## config.mk

```make
export PLATFORM = sky130hd
export DESIGN_NAME = d3q15ne_back_flat
export DESIGN_NICKNAME = d
export VERILOG_FILES = /design/src/sv/d3q15ne_pkg.sv /design/src/sv/d3q15ne_noneq_if.sv /design/src/sv/d3q15ne_back.sv /design/src/flat_wrapper.sv
export SDC_FILE = /design/constraint.sdc
export NUM_CORES = 2
export LEC_CHECK = 0
export ABC_AREA = 1
export ABC_CLOCK_PERIOD_IN_PS = 14700
export BUFFER_PORTS_ARGS = -buffer_cell sky130_fd_sc_hd__buf_2
export CORE_MARGIN = 5
export CORE_UTILIZATION = 60
export CTS_BUF_LIST = sky130_fd_sc_hd__clkbuf_16
export CTS_CLUSTER_DIAMETER = 80
export DETAILED_ROUTE_END_ITERATION = 10
export PLACE_DENSITY = 0.82
export SKIP_LAST_GASP = 1
export SYNTH_ARGS = -nofsm -noshare
export SYNTH_HDL_FRONTEND = slang
export SYNTH_SLANG_ARGS = --single-unit
```

## constraint.sdc

```tcl
create_clock -name clk -period 14.7 [get_ports clk]
set_clock_uncertainty 0.2 [all_clocks]
set_input_delay 2.94 -clock clk [delete_from_list [all_inputs] [get_ports clk]]
set_output_delay 2.94 -clock clk [all_outputs]
set_load 0.005 [all_outputs]
```

## src/sv/d3q15ne_pkg.sv

```systemverilog
`timescale 1ns / 1ps
// ----------------------------------------------------------------------------
// D3Q15 non-equilibrium part: shared package
// Types, direction codes, rounding constants and the reciprocal helpers that
// the pipeline modules share.
// ----------------------------------------------------------------------------
package d3q15ne_pkg;

	// Lattice direction codes.
	localparam logic [3:0] DIR_REST      = 4'd0;
	localparam logic [3:0] DIR_NEG_X     = 4'd1;
	localparam logic [3:0] DIR_POS_X     = 4'd2;
	localparam logic [3:0] DIR_NEG_Y     = 4'd3;
	localparam logic [3:0] DIR_POS_Y     = 4'd4;
	localparam logic [3:0] DIR_NEG_Z     = 4'd5;
	localparam logic [3:0] DIR_POS_Z     = 4'd6;
	localparam logic [3:0] DIR_DIAG_BASE = 4'd7;
	localparam logic [3:0] DIR_UNUSED    = 4'd15;

	typedef enum logic [1:0] {
		CLS_REST = 2'd0,
		CLS_AXIS = 2'd1,
		CLS_DIAG = 2'd2,
		CLS_NONE = 2'd3
	} cls_t;

	// Half of one Q8.24 unit, for rounding products back to Q8.24.
	localparam logic [63:0] ROUND_HALF = 64'd1 << 23;

	// floor(n / 15) = (n * RECIP15) >> 35 for n < 2^31.
	localparam int          RECIP15_SHIFT = 35;
	localparam logic [31:0] RECIP15 =
		32'(((64'd1 << RECIP15_SHIFT) + 64'd14) / 64'd15);

	// floor(n / 3) = (n * RECIP3) >> 27 for n < 2^26.
	localparam int          RECIP3_SHIFT = 27;
	localparam logic [25:0] RECIP3 =
		26'(((64'd1 << RECIP3_SHIFT) + 64'd2) / 64'd3);

	// Saturation limits of the 32-bit result.
	localparam logic signed [52:0] SAT_MAX = 53'sd2147483647;
	localparam logic signed [52:0] SAT_MIN = -53'sd2147483648;

	// Fields that travel unchanged alongside the arithmetic.
	typedef struct packed {
		logic signed [31:0] f;
		logic signed [31:0] rho;
		logic        [31:0] rmag;
		logic               eos;
	} item_t;

	// Velocity terms and weight, handed from the front end to the divider.
	typedef struct packed {
		item_t              item;
		cls_t               cls;
		logic signed [33:0] ud;
		logic        [41:0] udsq;
		logic        [39:0] usq;
		logic signed [27:0] a;
	} front_t;

	// Rounded bracket and weight, handed from the divider to the back end.
	typedef struct packed {
		item_t              item;
		logic signed [33:0] wa;
		logic               tneg;
		logic        [40:0] tmag;
	} mid_t;

	function automatic logic [31:0] mag32(input logic signed [31:0] x);
		logic [31:0] r;
		r = x[31] ? (~x + 32'd1) : x;
		return r;
	endfunction

	function automatic logic [25:0] div3_26(input logic [25:0] n);
		logic [51:0] p;
		p = 52'(n) * 52'(RECIP3);
		return 26'(p >> RECIP3_SHIFT);
	endfunction

endpackage

```

## src/sv/d3q15ne_noneq_if.sv

```systemverilog
`timescale 1ns / 1ps
// ----------------------------------------------------------------------------
// D3Q15 non-equilibrium part: result channel
// Non-equilibrium value with sweep marker and saturation flag.
// ----------------------------------------------------------------------------
interface d3q15ne_noneq_if;
	logic               valid;
	logic               ready;
	logic signed [31:0] noneq_value;
	logic               sweep_done;
	logic               saturated;

	modport source (
		output valid, noneq_value, sweep_done, saturated,
		input  ready
	);

	modport sink (
		input  valid, noneq_value, sweep_done, saturated,
		output ready
	);
endinterface

```

## src/sv/d3q15ne_back.sv

```systemverilog
`timescale 1ns / 1ps
// ----------------------------------------------------------------------------
// D3Q15 non-equilibrium part: back end
// Four stages: rho times bracket in two partial products, rounding, the
// final difference, and saturation into the output register.
// ----------------------------------------------------------------------------
module d3q15ne_back (
	input  logic                   clk,
	input  logic                   arst_n,
	input  d3q15ne_pkg::mid_t      in_data,
	input  logic                   in_valid,
	output logic                   in_ready,
	d3q15ne_noneq_if.source        noneq
);
	import d3q15ne_pkg::*;

	logic v_s10, v_s11, v_s12, v_s13;
	logic en_s10, en_s11, en_s12, en_s13;

	assign en_s13 = !v_s13 || noneq.ready;
	assign en_s12 = !v_s12 || en_s13;
	assign en_s11 = !v_s11 || en_s12;
	assign en_s10 = !v_s10 || en_s11;
	assign in_ready = en_s10;

	always_ff @(posedge clk or negedge arst_n) begin
		if (!arst_n) begin
			v_s10 <= 1'b0;
			v_s11 <= 1'b0;
			v_s12 <= 1'b0;
			v_s13 <= 1'b0;
		end else begin
			if (en_s10) v_s10 <= in_valid;
			if (en_s11) v_s11 <= v_s10;
			if (en_s12) v_s12 <= v_s11;
			if (en_s13) v_s13 <= v_s12;
		end
	end

	// Stage 10: partial products of |rho| and |T|.
	logic signed [31:0] f_s10;
	logic signed [33:0] wa_s10;
	logic               eos_s10, pneg_s10;
	logic        [55:0] pl_s10;
	logic        [48:0] ph_s10;

	always_ff @(posedge clk) begin
		if (en_s10) begin
			f_s10    <= in_data.item.f;
			wa_s10   <= in_data.wa;
			eos_s10  <= in_data.item.eos;
			pneg_s10 <= in_data.item.rho[31] ^ in_data.tneg;
			pl_s10   <= 56'(in_data.item.rmag) * 56'(in_data.tmag[23:0]);
			ph_s10   <= 49'(in_data.item.rmag) * 49'(in_data.tmag[40:24]);
		end
	end

	// Stage 11: recombine and round the product to Q8.24.
	logic [56:0] plr_d;

	assign plr_d = 57'(pl_s10) + 57'(ROUND_HALF);

	logic signed [31:0] f_s11;
	logic signed [33:0] wa_s11;
	logic               eos_s11, pneg_s11;
	logic        [49:0] pm_s11;

	always_ff @(posedge clk) begin
		if (en_s11) begin
			f_s11    <= f_s10;
			wa_s11   <= wa_s10;
			eos_s11  <= eos_s10;
			pneg_s11 <= pneg_s10;
			pm_s11   <= 50'(ph_s10) + 50'(plr_d[56:24]);
		end
	end

	// Stage 12: f - A - P, exact.
	logic signed [52:0] pm_w, pterm_d, diff_d;

	assign pm_w    = $signed({3'b000, pm_s11});
	assign pterm_d = pneg_s11 ? pm_w : -pm_w;
	assign diff_d  = 53'(f_s11) - 53'(wa_s11) + pterm_d;

	logic signed [52:0] diff_s12;
	logic               eos_s12;

	always_ff @(posedge clk) begin
		if (en_s12) begin
			diff_s12 <= diff_d;
			eos_s12  <= eos_s11;
		end
	end

	// Stage 13: saturation into the output register.
	logic signed [31:0] res_d;
	logic               sat_d;

	always_comb begin
		priority if (diff_s12 > SAT_MAX) begin
			res_d = SAT_MAX[31:0];
			sat_d = 1'b1;
		end else if (diff_s12 < SAT_MIN) begin
			res_d = SAT_MIN[31:0];
			sat_d = 1'b1;
		end else begin
			res_d = diff_s12[31:0];
			sat_d = 1'b0;
		end
	end

	logic signed [31:0] res_s13;
	logic               eos_s13, sat_s13;

	always_ff @(posedge clk) begin
		if (en_s13) begin
			res_s13 <= res_d;
			sat_s13 <= sat_d;
			eos_s13 <= eos_s12;
		end
	end

	assign noneq.valid       = v_s13;
	assign noneq.noneq_value = res_s13;
	assign noneq.sweep_done  = eos_s13;
	assign noneq.saturated   = sat_s13;

endmodule

```

## src/flat_wrapper.sv

```systemverilog
// flat-port wrapper written by rule: the top's interface ports become plain ports
module d3q15ne_back_flat import d3q15ne_pkg::*;
  (clk, arst_n, in_data, in_valid, in_ready, noneq_valid, noneq_noneq_value, noneq_sweep_done, noneq_saturated, noneq_ready);
  d3q15ne_noneq_if noneq_i ();
  input  logic clk;
  input  logic arst_n;
  input  d3q15ne_pkg::mid_t in_data;
  input  logic in_valid;
  output logic in_ready;
  output wire logic [$bits(noneq_i.valid)-1:0] noneq_valid;
  output wire logic [$bits(noneq_i.noneq_value)-1:0] noneq_noneq_value;
  output wire logic [$bits(noneq_i.sweep_done)-1:0] noneq_sweep_done;
  output wire logic [$bits(noneq_i.saturated)-1:0] noneq_saturated;
  input wire logic [$bits(noneq_i.ready)-1:0] noneq_ready;
  assign noneq_valid = noneq_i.valid;
  assign noneq_noneq_value = noneq_i.noneq_value;
  assign noneq_sweep_done = noneq_i.sweep_done;
  assign noneq_saturated = noneq_i.saturated;
  assign noneq_i.ready = noneq_ready;
  d3q15ne_back u_core (.clk(clk), .arst_n(arst_n), .in_data(in_data), .in_valid(in_valid), .in_ready(in_ready), .noneq(noneq_i));
endmodule
```

==> reports/results.ini <==
[status]
status = finished, final reports clean

[critical_path]
max_stage_delay_ns = 0.57
end_kind = flop
worstPathMaxFanout = 23
path_cells = buf_2 > buf_4 > nand2_1 > inv_1 > fa_1 > fa_1 > inv_1 > fa_1 > fa_1 > fa_1 > inv_1 > fa_1 > fa_1 > ha_1 > a21oi_1 > o21ai_0 > o21bai_1 > a21oi_1 > o21bai_1 > xor2_1
cp.arrival_ns = 9.79
critPathLaunchType = input pin
crit_top_cell = fa_1
crit_family = adder cells
r2r_slack_ns = 9.51
path_class = input pin to flop
cp_num_buf_inv = 5
required_ns = 14.80
critPathSlowestCell = fa_1

[clock_tree]
cts.sinks = 360
cts_tree = yes
clk_pin_slew_ns = 0.06
clkLatencyLatePin_ns = 0.57
clockBufferDepth = 3
cts_root_buffer = clkbuf_16
cts_made_buffers = 37
cts_hold_buffers = 0
postCtsSetupRepairBufs = 0
h-tree-depth = 2
cts_resized = 0

[yosys]
yosysSeqAreaShare = 0.164
synthArstFlopShare = 0.0111
synth_edf_count = 356
ys_seq_elements = 360
syn_avg_cell_area_um2 = 7.84
yosysWarningCount = 0
ys_types = 50
syn_nets = 10100
ys.flop_type = edfxtp_1
synth_area_mm2 = 0.0659
synthCells = 8409

[routing]
top_layer = met5
met3_length_mm = 15.4
firstDrtPassIters = 6
vias_per_cell = 5.49
drtAntennaViolNets = 0
wl_met1_mm = 69.9
first_iter_violations = 4265
vias = 53900
wl_met2_mm = 88.1
drcViolationCount = 0
wl_mm = 183
wl_per_cell_um = 18.7

[floorplan]
fp.dieH_um = 341
floorplan.io_pins = 213
die_area_mm2 = 0.117
core_area_mm2 = 0.109
die_w_um = 341
core.rowCount = 121
start_util = 0.605

[global_route]
grt_pass1_vias = 57900
antenna_found_initial = 3
grt_max_degree = 70
grt_pass1_wl_mm = 296
grtUsageTotal = 0.319
gr-total-overflow = 0

[placed_design]
placed_area_mm2 = 0.0678
dp_hpwl_mm = 148
gp_congestion = 1.02
io_buffers = 181

[sta]
setup_violations = 0
drv_slew = 0
fin_crit_ns = 9.69
period_share = 0.659
rsz0062_at_grt = false
max_slew_margin = 0.198
tns_ns = 0
timing.fmax_mhz = 103
hold_viol_final = 0
tightest_slew_ns = 1.20

[hold_path]
hp-class = flop to flop

[final_layout]
drive_gt1_frac = 0.0391
area_growth_pct = 4.56
fillers = 9296
fin_area_mm2 = 0.0689
fin_nets = 10100

[job]
drv_cap = 0

## flip-flops by register name, indices dropped and copies added (netlist names), 32 cells and up
signal                    flops
u_core.noneq.noneq_value     32
u_core.wa_s10                34
u_core.f_s11                 32
u_core.pm_s11                50
u_core.f_s10                 32
u_core.ph_s10                49
u_core.pl_s10                33
u_core.wa_s11                34
u_core.diff_s12              53
## per-layer routing
layer	vias to the layer above	track usage
li1	24600	-
met5	-	0
met2	2544	0.546
met3	574	0.0502
met4	2	0.143
met1	26200	0.402
## stage by stage
| step | hold WS [ns] | worst slack, ns | std cells | utilization |
|---|---|---|---|---|
| final | 0.212 | 5.01 | 9814 | 0.632 |
| after floorplan | 0.200 | 3.26 | 8409 | - |
| after CTS | 0.208 | 5.14 | 9811 | 0.632 |
| after global routing | 0.218 | 4.63 | 9813 | 0.632 |
| after detailed placement | 0.205 | 4.54 | 9745 | 0.622 |
| after global placement | 0.203 | 4.62 | 9745 | 0.622 |
## cell usage in the layout (no fill, tap or decap), types with 31 or more instances in the layout
master and n:
nor2_1 526, a21o_1 35, inv_1 2288, buf_2 181, nand3_1 184, a21oi_1 296
nor3_1 63, o21bai_1 31, o21ai_0 189, ha_1 422, buf_4 35, fa_1 1109
xnor2_1 89, nand2_1 2134, clkbuf_16 38, a31oi_1 35, edfxtp_1 356, xor2_1 160
nand4_1 46
## cells by family (layout without fill, tap and decap cells)
logic type / Yosys count / in the layout / share of synthesized area
other cells: 0 / 3 / 0
buf+inv: 2580 / 2568 / 0.147
xor+xnor: 249 / 249 / 0.0331
simple gates: 3040 / 3040 / 0.185
compound gates: 649 / 649 / 0.0546
fa+ha+maj: 1531 / 1531 / 0.417
flops: 360 / 360 / 0.164
## cells in the mapped netlist (all sizes together) (18+ instances only)
cell,n,area [µm²]
nor4,19,125
nor2,540,2090
o21bai,31,233
a31oi,35,219
ha,422,5280
fa,1109,22200
nand2,2145,8090
o21a,19,143
a21oi,297,1490
nand3,190,981
o21ai,203,1020
a21boi,18,139
nand4,48,313
xor2,160,1400
nor3,70,385
inv,2286,8580
edfxtp,356,10700
a21o,35,263
clkbuf,282,1060
xnor2,89,780
## final timing paths
path,end,cells past startpoint,from
worst max register to register,u_core.diff_s12[52]$_DFFE_PP_,20,u_core.f_s11[0]$_DFFE_PP_
min in group asynchronous,u_core.v_s10$_DFFE_PN0P_,1,arst_n
worst min-delay path,u_core.f_s11[30]$_DFFE_PP_,0,u_core.f_s10[30]$_DFFE_PP_
max in group asynchronous,u_core.noneq.valid$_DFFE_PN0P_,1,arst_n
worst max-delay path,u_core.pl_s10[25]$_DFFE_PP_,20,in_data[93]
worst min register to register,u_core.f_s11[30]$_DFFE_PP_,0,u_core.f_s10[30]$_DFFE_PP_
## area by class of cell
cell class                      count  area [µm²]  share of cell area
Clock inverter                     28         200             0.00290
Timing Repair Buffer              216        1170              0.0170
Tap cell                         1414        1770              0.0257
Clock buffer                       38         951              0.0138
Multi-Input combinational cell   5469       45500               0.660
Sequential cell                   360       10800               0.157
Antenna cell                        3        7.51            0.000109
Inverter                         2286        8580               0.125
Power is not shown: default switching activity piles up to over one toggle a cycle in this logic, so the estimate is an artifact.
